File: config.mk
export PLATFORM = sky130hd
export DESIGN_NAME = bitmap_first_fit_block_allocator_core
export DESIGN_NICKNAME = d
export VERILOG_FILES = /design/src/rtl/bffa_pkg.sv /design/src/rtl/bitmap_first_fit_block_allocator_core.sv /design/src/rtl/bffa_cell.sv
export SDC_FILE = /design/constraint.sdc
export NUM_CORES = 1
export LEC_CHECK = 0
export BUFFER_PORTS_ARGS = -buffer_cell sky130_fd_sc_hd__buf_2
export CAP_MARGIN = 0
export CELL_PAD_IN_SITES_DETAIL_PLACEMENT = 0
export CELL_PAD_IN_SITES_GLOBAL_PLACEMENT = 1
export CORE_MARGIN = 2
export CORE_UTILIZATION = 41
export DETAILED_ROUTE_END_ITERATION = 10
export PLACE_DENSITY_LB_ADDON = 0.1
export SYNTH_ARGS = -nofsm -noshare
export SYNTH_HDL_FRONTEND = slang
export SYNTH_SLANG_ARGS = --single-unit
File: constraint.sdc
create_clock -name clk_i -period 3.4 [get_ports clk_i]
set_input_delay 0.68 -clock clk_i [delete_from_list [all_inputs] [get_ports clk_i]]
set_output_delay 0.68 -clock clk_i [all_outputs]
set_load 0.01 [all_outputs]
File: src/rtl/bffa_pkg.sv
`timescale 1ns / 1ps

package bffa_pkg;

  // Heap geometry.
  localparam int NUM_BLOCKS  = 64;
  localparam int BLOCK_BYTES = 1024;
  localparam int BB_LOG      = $clog2(BLOCK_BYTES);

  // Field widths.
  localparam int ADDR_W  = 32;
  localparam int BYTES_W = 17;
  localparam int START_W = 6;

  // Derived widths for block indexes, block counts and run ends.
  localparam int IDX_W  = $clog2(NUM_BLOCKS);
  localparam int CNT_W  = $clog2(NUM_BLOCKS + 1);
  localparam int NEED_W = BYTES_W + 1 - BB_LOG;
  localparam int END_W  = ((NEED_W > CNT_W) ? NEED_W : CNT_W) + 1;

  // Size of the managed region in bytes, one bit wider than an address.
  localparam logic [ADDR_W:0] HEAP_BYTES = (ADDR_W + 1)'(NUM_BLOCKS * BLOCK_BYTES);

  // Operation codes of an input item.
  typedef enum logic {
    CMD_ALLOC = 1'b0,
    CMD_FREE  = 1'b1
  } cmd_e;

  // Control shared by every cell of the map row.
  typedef struct packed {
    logic             shift;
    logic             set_en;
    logic             set_val;
    logic [IDX_W-1:0] lo;
    logic [END_W-1:0] hi;
  } cell_ctrl_t;

endpackage

File: src/rtl/bitmap_first_fit_block_allocator_core.sv
`timescale 1ns / 1ps
// Allocate: the 64-cell block map rotates one full turn past the run counter, then the
// result is committed to the output register once that register can take it.
// A request for more blocks than the heap holds, and any free, skip the rotation and go
// straight to the commit. One item is in work at a time; the next is taken the cycle after
// a result is committed.
// Reset clears every map cell at once (all blocks free) and sets heap_base to zero.
module bitmap_first_fit_block_allocator_core (
  input  logic                            clk_i,
  input  logic                            rst_ni,
  input  logic                            heap_base_we_i,
  input  logic [bffa_pkg::ADDR_W-1:0]     heap_base_i,
  input  logic                            in_valid_i,
  output logic                            in_stall_o,
  input  logic                            cmd_i,
  input  logic [bffa_pkg::BYTES_W-1:0]    byte_count_i,
  input  logic [bffa_pkg::ADDR_W-1:0]     free_address_i,
  output logic                            out_valid_o,
  input  logic                            out_stall_i,
  output logic [bffa_pkg::ADDR_W-1:0]     alloc_address_o,
  output logic [bffa_pkg::START_W-1:0]    start_block_o,
  output logic                            failed_o
);
  import bffa_pkg::*;

  typedef enum logic [2:0] {
    ST_IDLE = 3'b001,
    ST_SCAN = 3'b010,
    ST_FIN  = 3'b100
  } state_e;

  state_e state_q, state_d;

  logic [ADDR_W-1:0] heap_base_q;
  logic              op_q;
  logic [NEED_W-1:0] need_q;
  logic [CNT_W-1:0]  run_q;
  logic [IDX_W-1:0]  cnt_q;
  logic              found_q;
  logic              fail_q;
  logic [IDX_W-1:0]  lo_q;
  logic [END_W-1:0]  hi_q;

  logic              out_valid_q;
  logic [ADDR_W-1:0] alloc_address_q;
  logic [START_W-1:0] start_block_q;
  logic              failed_q;

  logic              in_acc;
  logic              commit;
  logic [BYTES_W:0]  byte_sum;
  logic [NEED_W-1:0] need_raw;
  logic [NEED_W-1:0] need_c;
  logic              too_big;
  logic [ADDR_W-1:0] off;
  logic              outside;
  logic [IDX_W-1:0]  free_lo;
  logic [CNT_W-1:0]  run_nx;
  logic              hit;
  logic              last;

  logic [NUM_BLOCKS-1:0] taken;
  cell_ctrl_t            ctrl;

  // Handshake.
  assign in_stall_o = (state_q != ST_IDLE);
  assign in_acc     = in_valid_i && !in_stall_o;
  assign commit     = (state_q == ST_FIN) && (!out_valid_q || !out_stall_i);

  // Block count of the request: rounded up, at least one.
  assign byte_sum = {1'b0, byte_count_i} + (BYTES_W + 1)'(BLOCK_BYTES - 1);
  assign need_raw = NEED_W'(byte_sum >> BB_LOG);
  assign need_c   = (need_raw == '0) ? NEED_W'(1) : need_raw;
  assign too_big  = (END_W'(need_c) > END_W'(NUM_BLOCKS));

  // Free address check and its block index.
  assign off     = free_address_i - heap_base_q;
  assign outside = (free_address_i < heap_base_q) || ({1'b0, off} >= HEAP_BYTES);
  assign free_lo = IDX_W'(off >> BB_LOG);

  // Run counter fed by the bit that sits at the head of the rotating map.
  assign run_nx = taken[0] ? '0 : (run_q + CNT_W'(1));
  assign hit    = !found_q && (END_W'(run_nx) == END_W'(need_q));
  assign last   = (cnt_q == IDX_W'(NUM_BLOCKS - 1));

  // Configuration register.
  always_ff @(posedge clk_i or negedge rst_ni) begin
    if (!rst_ni) begin
      heap_base_q <= '0;
    end else if (heap_base_we_i) begin
      heap_base_q <= heap_base_i;
    end
  end

  // Sequencer next state.
  always_comb begin
    state_d = state_q;
    case (state_q)
      ST_IDLE: begin
        if (in_acc) begin
          if (cmd_i == CMD_ALLOC && !too_big) begin
            state_d = ST_SCAN;
          end else begin
            state_d = ST_FIN;
          end
        end
      end
      ST_SCAN: begin
        if (last) begin
          state_d = ST_FIN;
        end
      end
      ST_FIN: begin
        if (commit) begin
          state_d = ST_IDLE;
        end
      end
      default: state_d = ST_IDLE;
    endcase
  end

  always_ff @(posedge clk_i or negedge rst_ni) begin
    if (!rst_ni) begin
      state_q <= ST_IDLE;
      found_q <= 1'b0;
      cnt_q   <= '0;
      run_q   <= '0;
    end else begin
      state_q <= state_d;
      if (in_acc) begin
        found_q <= 1'b0;
        cnt_q   <= '0;
        run_q   <= '0;
      end else if (state_q == ST_SCAN) begin
        run_q <= run_nx;
        cnt_q <= cnt_q + IDX_W'(1);
        if (hit) begin
          found_q <= 1'b1;
        end
      end
    end
  end

  // Item registers: operation, block count and the run bounds.
  always_ff @(posedge clk_i) begin
    if (in_acc) begin
      op_q   <= cmd_i;
      need_q <= need_c;
      if (cmd_i == CMD_ALLOC) begin
        fail_q <= too_big;
      end else begin
        fail_q <= outside;
        lo_q   <= free_lo;
        hi_q   <= END_W'(free_lo) + END_W'(need_c);
      end
    end else if (state_q == ST_SCAN) begin
      if (hit) begin
        lo_q <= IDX_W'(END_W'(cnt_q) + END_W'(1) - END_W'(need_q));
        hi_q <= END_W'(cnt_q) + END_W'(1);
      end
      if (last) begin
        fail_q <= !(found_q || hit);
      end
    end
  end

  // Map row: cell j takes the bit of cell j+1 while rotating, the last takes cell 0.
  always_comb begin
    ctrl.shift   = (state_q == ST_SCAN);
    ctrl.set_en  = commit && !fail_q;
    ctrl.set_val = (op_q == CMD_ALLOC);
    ctrl.lo      = lo_q;
    ctrl.hi      = hi_q;
  end

  for (genvar j = 0; j < NUM_BLOCKS; j++) begin : g_cell
    bffa_cell u_cell (
      .clk_i      (clk_i),
      .rst_ni     (rst_ni),
      .ctrl_i     (ctrl),
      .idx_i      (IDX_W'(j)),
      .neighbor_i (taken[(j + 1) % NUM_BLOCKS]),
      .taken_o    (taken[j])
    );
  end

  // Output register.
  always_ff @(posedge clk_i or negedge rst_ni) begin
    if (!rst_ni) begin
      out_valid_q <= 1'b0;
    end else if (commit) begin
      out_valid_q <= 1'b1;
    end else if (!out_stall_i) begin
      out_valid_q <= 1'b0;
    end
  end

  always_ff @(posedge clk_i) begin
    if (commit) begin
      failed_q <= fail_q;
      if (fail_q) begin
        alloc_address_q <= '0;
        start_block_q   <= '0;
      end else begin
        start_block_q <= START_W'(lo_q);
        if (op_q == CMD_ALLOC) begin
          alloc_address_q <= heap_base_q + (ADDR_W'(lo_q) << BB_LOG);
        end else begin
          alloc_address_q <= '0;
        end
      end
    end
  end

  assign out_valid_o     = out_valid_q;
  assign alloc_address_o = alloc_address_q;
  assign start_block_o   = start_block_q;
  assign failed_o        = failed_q;

  // A new scan always starts from the head of the map with an empty run.
  a_scan_start : assert property (@(posedge clk_i) disable iff (!rst_ni)
    $rose(state_q == ST_SCAN) |-> (cnt_q == '0 && run_q == '0))
    else $error("scan started with stale counters");

  // A failed item leaves the map untouched.
  a_fail_keeps_map : assert property (@(posedge clk_i) disable iff (!rst_ni)
    (commit && fail_q) |=> $stable(taken))
    else $error("map changed on a failed item");

  // A found run ends inside the map.
  a_run_in_map : assert property (@(posedge clk_i) disable iff (!rst_ni)
    (state_q == ST_FIN && !fail_q && op_q == CMD_ALLOC) |-> (hi_q <= END_W'(NUM_BLOCKS)))
    else $error("allocated run past the map end");

  // A failed result carries zero address and start block.
  a_fail_zero : assert property (@(posedge clk_i) disable iff (!rst_ni)
    (out_valid_o && failed_o) |-> (alloc_address_o == '0 && start_block_o == '0))
    else $error("failed item with nonzero fields");

endmodule

File: src/rtl/bffa_cell.sv
`timescale 1ns / 1ps

module bffa_cell (
  input  logic                    clk_i,
  input  logic                    rst_ni,
  input  bffa_pkg::cell_ctrl_t    ctrl_i,
  input  logic [bffa_pkg::IDX_W-1:0] idx_i,
  input  logic                    neighbor_i,
  output logic                    taken_o
);
  import bffa_pkg::*;

  logic taken_q;
  logic taken_d;
  logic in_range;

  // A cell belongs to the run when its position lies in [lo, hi).
  assign in_range = (idx_i >= ctrl_i.lo) && (END_W'(idx_i) < ctrl_i.hi);

  // Rotate during a scan, otherwise take a mark or a release for the run.
  always_comb begin
    taken_d = taken_q;
    if (ctrl_i.shift) begin
      taken_d = neighbor_i;
    end else if (ctrl_i.set_en && in_range) begin
      taken_d = ctrl_i.set_val;
    end
  end

  always_ff @(posedge clk_i or negedge rst_ni) begin
    if (!rst_ni) begin
      taken_q <= 1'b0;
    end else begin
      taken_q <= taken_d;
    end
  end

  assign taken_o = taken_q;

endmodule

==> flow_metrics.env, run 1 <==
export IMPL_outcome="finished clean"
export IMPL_wl_mm=34.2
export IMPL_slowest_stage="dfrtp_1"
export IMPL_yosysTopAreaCell="dfrtp_1"
export IMPL_ios=128
export IMPL_synthArstFlopShare_pct=64.0
export IMPL_drc=0
export IMPL_synthSimpleGateAreaFrac_pct=18.9
export IMPL_drtIter0Drc=804
export IMPL_hold_viol=0
export IMPL_yosys_warnings=0
export IMPL_end_kind="register"
export IMPL_cts_buffers_inserted=17
export IMPL_synth_cells=1356
export IMPL_arrival_ns=3.51
export IMPL_cap_violations=0
export IMPL_synth_area_leaders="dfrtp_1 (24%), edfxtp_1 (16%), ha_1 (5.5%)"
export IMPL_yosys_cell_types_count=76
export IMPL_yosysSeqAreaShare_pct=41.0
export IMPL_antenna_found_initial=0
export IMPL_fp_coreArea_sq_mm=0.0279
export IMPL_cts_clk_slew_worst_paths_ns=0.07
export IMPL_peakVddDrop_mv=0.427
export IMPL_synth_top_area_share_pct=24.3
export IMPL_cpPeakStageDelay_ns=0.43
export IMPL_drt_first_pass_iters=5
export IMPL_syn_num_nets=1498
export IMPL_crit_buf_inv=3
export IMPL_crit_required_ns=3.59
export IMPL_areaGrowthSynthToFinish_pct=19.8
export IMPL_wl_per_cell_um=17.8
export IMPL_cpLargestDelayFamily="adder cells"
export IMPL_critPathLaunchType="register"
export IMPL_grt_overflow_total=0
export IMPL_maxSlewHeadroom_pct=43.1
export IMPL_gp_congestion=0.936
export IMPL_grt_util_met3_pct=4.29
export IMPL_clock_path_buffers=2
export IMPL_p_leak_nw=5.83
export IMPL_ant_nets=0
export IMPL_hp_class="in -> async"
export IMPL_die_area_sq_mm=0.0298
export IMPL_holdBufCountCts=0
export IMPL_busiest_layer="met1"
export IMPL_dr_total_vias=10500
export IMPL_worstSkewPairLatency_ns=0.45
export IMPL_grt_max_degree=67
export IMPL_viasPerCell=5.47
export IMPL_crit_path_cell_trace="ha_4, fa_2, nand2b_4, a21oi_4, nor2_4, o31ai_4, xor2_1, buf_4, ha_4, inv_2, fa_2, inv_2, a21oi_2, o21bai_1, a21o_1, a21oi_2, xor2_1, mux2i_1"
export IMPL_use_met2_pct=34.0
export IMPL_rsz0062_at_grt="true"
export IMPL_dp_hpwl_mm=25.5
export IMPL_cts_tree="done"
export IMPL_first_global_vias=10100
export IMPL_portBuffers=127
export IMPL_min_period_ns=3.32
export IMPL_die_w_um=173
export IMPL_ys_seq_elements=178
export IMPL_synth_mux_area_share_pct=3.80
export IMPL_cts_root_buf="clkbuf_16"
export IMPL_drive_gt1_share_pct=20.5
export IMPL_grt_pass1_wl_mm=55.7
export IMPL_final_cells=1918
export IMPL_worst_slew_pin_slew_ns=0.848
export IMPL_rows=61
export IMPL_synth_top_family_by_area="compound AO/OA/AOI/OAI gates"
export IMPL_syn_area_per_cell_sq_um=8.60
export IMPL_tns_ns=0
export IMPL_setup_viol=0
export IMPL_track_usage_pct=23.3
export IMPL_synthFlopType="dfrtp_1"
export IMPL_cp_max_fo=2
export IMPL_synth_adder_area_share_pct=6.16
export IMPL_die_y_um=173
export IMPL_final_nets=1669
export IMPL_fin_skew_ns=0.00783
export IMPL_start_util_pct=41.9
export IMPL_syn_area_sq_mm=0.0117
export IMPL_fin_crit_sh_pct=97.5
export IMPL_worstSetupPathType="reg -> reg"
export IMPL_cts_sinks=178
export IMPL_power_density_mw_per_mm2=512
export IMPL_h_tree_depth=4
export IMPL_synth_compound_area_share_pct=21.2
export IMPL_maxSlewViolCount=0
export IMPL_diodes=0
export IMPL_fmax_mhz=302
export IMPL_dp_cells=1882
export IMPL_synth_edff_count=64
export IMPL_synth_xor_area_share_pct=3.83
export IMPL_use_met1_pct=36.0
[flip-flops by register name (all words and copies together) (netlist names)]
| signal | count |
|---|---|
| op_q | 1 |
| out_valid_o | 1 |
| hi_q | 9 |
| need_q | 8 |
| cnt_q | 6 |
| alloc_address_o | 32 |
| heap_base_q | 32 |
| run_q | 7 |
| found_q | 1 |
| failed_o | 1 |
| fail_q | 1 |
| lo_q | 6 |
| state_q | 3 |
| start_block_o | 6 |
| g_cell.u_cell.taken_o | 64 |
[cell usage in the layout, fill, tap and decap left out, types with 7 or more instances in the layout]
master,n
a211oi_1,17
a21o_1,17
a21oi_1,104
a21oi_2,7
a221oi_1,7
a31oi_1,24
and2_1,7
and3_1,10
buf_2,126
buf_4,105
clkbuf_16,18
dfrtp_1,113
edfxtp_1,64
ha_1,48
inv_1,58
inv_2,7
mux2i_1,42
nand2_1,148
nand2b_1,11
nand3_1,33
nand4_1,19
nor2_1,143
nor2b_1,13
nor3_1,23
nor4_1,10
o211ai_1,9
o21a_1,10
o21ai_0,125
o21ai_1,24
or3_1,28
xnor2_1,33
xor2_1,15
[cell usage after synthesis, types with 17 or more instances]
master	count
a211oi_1	17
a21o_1	17
a21oi_1	111
a31oi_1	24
clkbuf_1	68
dfrtp_1	113
edfxtp_1	64
ha_1	51
inv_1	62
mux2i_1	42
nand2_1	150
nand3_1	33
nand4_1	19
nor2_1	144
nor3_1	23
o21ai_0	125
o21ai_1	24
or3_1	28
xnor2_1	35
[area by class of cell]
class / instances / area, sq um
well taps: 378 / 473
inverters: 67 / 272
clock buffers: 21 / 472
clock inverters: 11 / 93.8
repair buffers: 232 / 1440
flip-flops and latches: 178 / 4780
multi-input cells: 1031 / 6450
fillers: 2705 / 13900
[power breakdown]
group | switching (mW) | total, mW | leakage (nW) | internal [mW]
registers | 0.290 | 3.00 | 1.92 | 2.71
logic | 1.25 | 2.22 | 3.63 | 0.971
clock network | 0.913 | 1.93 | 0.274 | 1.02
total | 2.45 | 7.15 | 5.83 | 4.70
[stage by stage]
step	cell area (sq um)	util, %	power [mW]	setup slack [ns]	hold WS (ns)
after floorplan	11700	-	4.40	-0.109	0.384
after global placement	13300	47.7	5.15	-0.543	0.456
after detailed placement	13300	47.7	5.19	-0.589	0.466
after CTS	13900	49.8	7.15	0.000803	0.139
after global routing	14000	50.2	7.62	-0.121	0.160
final	14000	50.2	7.15	0.0841	0.147
[final timing paths]
path,slack [ns],depth (start not counted),from,end
min reg2reg,0.48,2,g_cell[14].u_cell.taken_o,g_cell[13].u_cell.taken_o
min in group clk_i,0.43,3,heap_base_i[30],heap_base_q[30]
max in group asynchronous,2.55,2,rst_ni,g_cell[9].u_cell.taken_o
max reg2reg,0.08,18,heap_base_q[0],hi_q[6]
max,0.08,18,heap_base_q[0],hi_q[6]
min,0.15,1,rst_ni,heap_base_q[4]
[cell families after synthesis]
kind of cell,after synthesis
and+or+nand+nor,476
AOI/OAI and AO/OA,404
buffers and inverters,147
muxes,44
other,1
DFF,178
xor gates and xnor gates,51
adders and majority gates,55
[what timing repair did]
item / 4_1_cts / 5_1_grt
gates resized for setup: 4 / 15
setup buffers: 1 / 3
pin swaps: 8 / 19
setup endpoints to repair: 3 / 5
[routing by layer]
layer / up-vias / part of all wire, %
met1: 5009 / 51
li1: 5186 / -
met3: 22 / 4.9
met2: 273 / 43
met4: 0 / 0.95
met5: - / 0
No activity file was read; power rests on OpenSTA's default activity.
==> run 2, diff against run 1 <==
Settings changed: CORE_ASPECT_RATIO set to 1.4.
==> run 2 against run 1 <==
  * Via count grew 1.0%
  * Setup slack lost 0.050 ns
  * Clock-buffer cell count shrank 3
  * Non-clock buffer count grew 8
  * Flip-flop and latch count is the same
  * Global-route usage grew 1.1 points
  * First-iteration DRC count shrank 41%
  * Sequential power is essentially flat
  * Combinational power is essentially flat
  * Wire length grew 5.3%
==> flow_metrics.env, run 2 (synthesis gave the netlist of run 1 again) <==
export IMPL_outcome="finished clean"
export IMPL_die_area_sq_mm=0.0298
export IMPL_clock_path_buffers=2
export IMPL_final_core_util_pct=49.6
export IMPL_ant_nets=0
export IMPL_diodes=0
export IMPL_final_area_sq_mm=0.0140
export IMPL_drc=0
export IMPL_p_int_mw=4.76
export IMPL_drtIter0Drc=472
export IMPL_final_cells=1923
export IMPL_crit_required_ns=3.58
export IMPL_grt_pass1_wl_mm=56.8
export IMPL_hold_viol=0
export IMPL_die_y_um=204
export IMPL_viasPerCell=5.51
export IMPL_tns_ns=0
export IMPL_gp_congestion=0.957
export IMPL_worstSetupPathType="reg -> reg"
export IMPL_dpl_instance_area_sq_mm=0.0133
export IMPL_final_nets=1677
export IMPL_ios=128
export IMPL_maxSlewViolCount=0
export IMPL_track_usage_pct=24.4
export IMPL_cts_root_buf="clkbuf_16"
export IMPL_cap_violations=0
export IMPL_setup_viol=0
export IMPL_fp_coreArea_sq_mm=0.0282
export IMPL_dp_cells=1887
export IMPL_largest_register_ffs=64
export IMPL_fmax_mhz=297
export IMPL_cts_clk_slew_worst_paths_ns=0.07
export IMPL_drt_first_pass_iters=4
export IMPL_worstSkewPairLatency_ns=0.44
export IMPL_arrival_ns=3.55
export IMPL_p_seq_share_pct=42.0
export IMPL_antenna_found_initial=0
export IMPL_power_density_mw_per_mm2=512
export IMPL_switching_share_pct=33.5
export IMPL_dp_hpwl_mm=27.7
export IMPL_p_clk_share_pct=27.2
export IMPL_holdBufCountCts=0
export IMPL_cts_tree="done"
export IMPL_portBuffers=127
export IMPL_timing_hold_ws_ns=0.328
export IMPL_final_common_cell="nand2_1"
export IMPL_cts_sinks=178
export IMPL_wl_mm=36.0
export IMPL_comb_power_share_pct=30.8
export IMPL_wl_per_cell_um=18.7
export IMPL_final_cell_mix="nand2_1 (149), nor2_1 (143), buf_2 (126), o21ai_0 (125), buf_4 (113)"
export IMPL_cp_max_fo=3
export IMPL_rows=73
export IMPL_cts_buffers_inserted=17
export IMPL_die_w_um=147
export IMPL_end_kind="register"
export IMPL_drive_gt1_share_pct=20.7
export IMPL_dr_total_vias=10600
export IMPL_areaGrowthSynthToFinish_pct=20.1
export IMPL_fin_crit_sh_pct=99.0
export IMPL_fillCellCount=2760
export IMPL_h_tree_depth=4
export IMPL_multi_input_area_sq_mm=0.00642
export IMPL_start_util_pct=41.3
export IMPL_first_global_vias=10600
export IMPL_p_leak_nw=5.86
export IMPL_grt_max_degree=59
export IMPL_rsz0062_at_grt="true"
export IMPL_hp_class="in -> async"
export IMPL_critPathLaunchType="register"
export IMPL_worst_slew_pin_slew_ns=0.814
export IMPL_grt_overflow_total=0
export IMPL_maxSlewHeadroom_pct=45.8
export IMPL_peakVddDrop_mv=0.304
export IMPL_switching_power_mw=2.40
export IMPL_min_period_ns=3.37
export IMPL_seq_area_sq_mm=0.00478
export IMPL_fin_skew_ns=0.0106
[run 2: path summary, 6_finish.rpt]
kind                                            from                   endpoint  slack (ns)  cells past startpoint
max                                   heap_base_q[1]                    hi_q[7]        0.03                     17
min                                           rst_ni  g_cell[25].u_cell.taken_o        0.33                      1
max reg2reg                           heap_base_q[1]                    hi_q[7]        0.03                     17
min reg2reg                g_cell[31].u_cell.taken_o  g_cell[30].u_cell.taken_o        0.48                      2
max in group asynchronous                     rst_ni                 state_q[0]        2.29                      2
min in group clk_i                   heap_base_i[18]            heap_base_q[18]        0.45                      3
[run 2: layout make-up]
class                   count  area share, %
multi-input cells        1031           45.8
flip-flops and latches    178           34.1
repair buffers            240           10.7
inverters                  67           1.94
clock inverters            14          0.992
clock buffers              18           3.07
well taps                 375           3.35
[run 2: per-layer routing]
layer / global-route usage (%) / part of all wire, % / vias up
met5: 0 / 0 / -
met4: 11.8 / 4.6 / 0
met3: 2.91 / 2.3 / 87
met2: 46.2 / 54 / 228
met1: 27.0 / 39 / 5070
li1: - / - / 5210
[run 2: metrics by stage]
step / worst slack [ns] / total power, mW
2_1_floorplan: -0.109 / 4.40
3_3_place_gp: -0.530 / 5.18
3_5_place_dp: -0.589 / 5.21
4_1_cts: -0.128 / 7.20
5_1_grt: -0.182 / 7.61
6_report: 0.0339 / 7.17
[run 2: power by group through the flow]
| stage | sequential [mW] | combinational [mW] | clock, mW |
|---|---|---|---|
| 6_report | 3.01 | 2.21 | 1.95 |
| 5_1_grt | 3.07 | 2.48 | 2.06 |
| 4_1_cts | 3.01 | 2.20 | 1.99 |
| 3_5_place_dp | 3.05 | 2.16 | 0 |
| 3_3_place_gp | 3.04 | 2.14 | 0 |
| 2_1_floorplan | 2.95 | 1.45 | 0 |
[run 2: repair_timing]
item,4_1_cts,5_1_grt
setup endpoints to repair,3,5
gates resized for setup,6,9
setup buffers,4,1
pin swaps,13,9
gates cloned,0,0
[run 2: worst max-delay path, cell delays in order (launching register included)]
cell and delay [ns]:
dfrtp_1 0.38, inv_1 0.07, ha_1 0.22, nor2b_4 0.13, o31a_1 0.24, o41ai_2 0.30
buf_4 0.18, nand2_1 0.11, xnor2_2 0.19, inv_1 0.06, ha_1 0.26, a21o_1 0.19
a21oi_2 0.17, o21bai_1 0.10, a21oi_2 0.16, o21bai_1 0.09, o21ai_0 0.16, a21oi_1 0.08
==> run 3, diff against run 2 <==
Settings changed: CORE_UTILIZATION 41 to 45, CTS_CLUSTER_SIZE set to 20, SYNTH_HIERARCHICAL set to 1.
==> run 3 against run 2 <==
  * Die area rose by 140%
  * Critical endpoint is now hi_q[6]
  * Wire length rose by 120%
  * Design area rose to 2.7 times the previous value
  * First-iteration DRC count rose by 74%
  * Sequential power rose by 4%
  * Setup slack improved by 0.033 ns
==> flow_metrics.env, run 3 <==
export IMPL_reg2reg_slack_ns=0.07
export IMPL_final_cell_mix="conb_1 (769), inv_1 (761), ha_1 (753), a21oi_1 (246), nand2b_1 (136)"
export IMPL_cts_sinks=178
export IMPL_final_nets=5292
export IMPL_fin_skew_ns=0.0142
export IMPL_final_common_cell="conb_1"
export IMPL_setup_viol=0
export IMPL_switching_power_mw=4.72
export IMPL_h_tree_depth=4
export IMPL_end_kind="register"
export IMPL_p_leak_nw=19.8
export IMPL_fillCellCount=6670
export IMPL_ios=128
export IMPL_drive_gt1_share_pct=12.5
export IMPL_peakVddDrop_mv=0.414
export IMPL_synthArstFlopShare_pct=64.0
export IMPL_grt_overflow_total=0
export IMPL_fp_coreArea_sq_mm=0.0692
export IMPL_syn_area_sq_mm=0.0314
export IMPL_yosys_cell_types_count=74
export IMPL_hp_class="in -> async"
export IMPL_grt_pass1_wl_mm=132
export IMPL_track_usage_pct=23.2
export IMPL_cts_tree="done"
export IMPL_die_w_um=227
export IMPL_cp_max_fo=4
export IMPL_synth_commonest_cells="inv_1 (763), ha_1 (755), a21oi_1 (252), nand2b_1 (136), o21ai_0 (130)"
export IMPL_portBuffers=127
export IMPL_yosysTopAreaCell="ha_1"
export IMPL_gp_congestion=0.827
export IMPL_reg2reg_depth=20
export IMPL_cts_buffers_inserted=17
export IMPL_p_int_mw=6.45
export IMPL_synth_edff_count=64
export IMPL_min_period_ns=3.33
export IMPL_wl_mm=79.7
export IMPL_viasPerCell=4.89
export IMPL_dp_cells=5349
export IMPL_rsz0062_at_grt="true"
export IMPL_cap_violations=0
export IMPL_yosysSeqAreaShare_pct=15.2
export IMPL_maxSlewHeadroom_pct=35.8
export IMPL_synth_area_leaders="ha_1 (30%), a2111oi_4 (11%), inv_1 (9.1%)"
export IMPL_hold_viol=0
export IMPL_cpMostUsedCell="a21oi_2"
export IMPL_arrival_ns=3.56
export IMPL_largest_register_ffs=64
export IMPL_p_seq_share_pct=28.1
export IMPL_ys_seq_elements=178
export IMPL_first_global_vias=26100
export IMPL_cts_root_buf="clkbuf_16"
export IMPL_final_cells=5389
export IMPL_drt_first_pass_iters=5
export IMPL_power_density_mw_per_mm2=296
export IMPL_cts_clk_slew_worst_paths_ns=0.08
export IMPL_crit_required_ns=3.62
export IMPL_grt_max_degree=67
export IMPL_rows=114
export IMPL_final_core_util_pct=54.6
export IMPL_areaGrowthSynthToFinish_pct=20.1
export IMPL_comb_power_share_pct=51.7
export IMPL_dpl_instance_area_sq_mm=0.0370
export IMPL_yosys_warnings=6
export IMPL_maxSlewViolCount=0
export IMPL_yosysMostFrequentCell="inv_1"
export IMPL_fin_crit_sh_pct=98.0
export IMPL_synth_cells=3456
export IMPL_worstSetupPathType="reg -> reg"
export IMPL_antenna_found_initial=3
export IMPL_critPathLaunchType="register"
export IMPL_die_y_um=317
export IMPL_final_area_sq_mm=0.0378
export IMPL_worstSkewPairLatency_ns=0.48
export IMPL_fmax_mhz=300
export IMPL_die_area_sq_mm=0.0720
export IMPL_wl_per_cell_um=14.8
export IMPL_drtIter0Drc=823
export IMPL_dr_total_vias=26400
export IMPL_syn_area_per_cell_sq_um=9.10
export IMPL_synth_top_area_share_pct=30.0
export IMPL_start_util_pct=45.5
export IMPL_synthFlopType="dfrtp_1"
export IMPL_drc=0
export IMPL_crit_path_cell_trace="ha_2, inv_2, fa_2, a21oi_2, o211ai_1, a31oi_1, buf_4, nand2_2, nand2_2, xnor2_2, ha_2, fa_2, a21oi_2, nor2_1, nor2_1, o21bai_1, a21oi_2, xnor2_1, nand2_1, o21ai_0"
export IMPL_clock_path_buffers=2
export IMPL_switching_share_pct=42.2
export IMPL_slowest_stage="dfrtp_1"
export IMPL_ant_nets=0
export IMPL_worst_slew_pin_slew_ns=0.953
export IMPL_dp_hpwl_mm=54.7
export IMPL_cpPeakStageDelay_ns=0.37
export IMPL_p_clk_share_pct=20.1
export IMPL_outcome="finished clean"
run 3: cell types whose count changed in the layout (fill, tap and decap cells not counted), sizes merged, moves of 122 or more:
cell / previous run / this run
ha: 51 / 755
a21oi: 113 / 255
o21a: 10 / 132
a2111oi: 5 / 129
nand2b: 12 / 136
inv: 68 / 775
conb: 1 / 769
run 3: area by class of cell:
class                      instances  area [sq um]  area share (%)
timing repair buffer             227          1660            4.38
clock inverter                    14           185           0.490
clock buffer                      18           429            1.14
antenna                            2          5.00          0.0133
inverter                         765          2880            7.62
tap                              928          1160            3.07
multi-input combinational       3257         26700            70.6
sequential                       178          4780            12.6
run 3: path summary, 6_finish.rpt:
check	from	endpoint
hold / removal	rst_ni	heap_base_q[3]
hold reg to reg	g_cell[63].u_cell/taken_o	g_cell[62].u_cell/taken_o
min in group clk_i	heap_base_i[4]	heap_base_q[4]
setup / recovery	heap_base_q[0]	hi_q[6]
max in group asynchronous	rst_ni	state_q[0]
setup reg to reg	heap_base_q[0]	hi_q[6]
run 3: kinds of logic after synthesis:
group	synth area share [%]
AOI/OAI and AO/OA	27.0
xor gates and xnor gates	1.50
adders and majority gates	30.3
buffers and inverters	9.43
DFF	15.2
muxes	0.203
other	0.0239
and+or+nand+nor	16.3
run 3: worst max-delay path: cells and delay by family, from the launching register on:
kind                       cells  cell delay, ns
DFF                            1            0.37
buffers and inverters          2            0.20
AOI/OAI and AO/OA              7            0.89
adders and majority gates      4            1.07
and+or+nand+nor                5            0.38
xor gates and xnor gates       2            0.18
run 3: power groups by stage:
| stage | logic (mW) | clock network [mW] | registers [mW] |
|---|---|---|---|
| floorplan | 4.08 | 0 | 3.23 |
| global placement | 5.65 | 0 | 3.18 |
| detailed placement | 5.71 | 0 | 3.19 |
| CTS | 5.75 | 2.29 | 3.15 |
| global route | 6.64 | 2.36 | 3.20 |
| finish | 5.78 | 2.25 | 3.14 |
run 3: repair_timing:
item / in CTS / in global routing
setup buffers: 0 / 6
endpoints found under the setup margin: 0 / 5
hold buffers: 0 / 0
hold endpoints to repair: 0 / 0
gates resized for setup: 0 / 12
run 3: routing by layer:
metal / vias up / track usage [%] / share of wire, %
met5: - / 0 / 0.028
met4: 4 / 6.33 / 2.4
met3: 98 / 2.62 / 2.5
met2: 280 / 43.4 / 51
met1: 12300 / 27.8 / 44
li1: 13700 / - / -
run 3: per-stage QoR:
stage                     total power [mW]  TNS, ns  hold WS, ns  setup WS, ns
after global routing                  12.2   -0.374        0.231        -0.148
final                                 11.2        0        0.180        0.0671
after detailed placement              8.90    -1.73        0.477        -0.425
after floorplan                       7.31   -14.34        0.384        -0.225
after global placement                8.83    -1.54        0.470        -0.401
after CTS                             11.2        0        0.209        0.0163
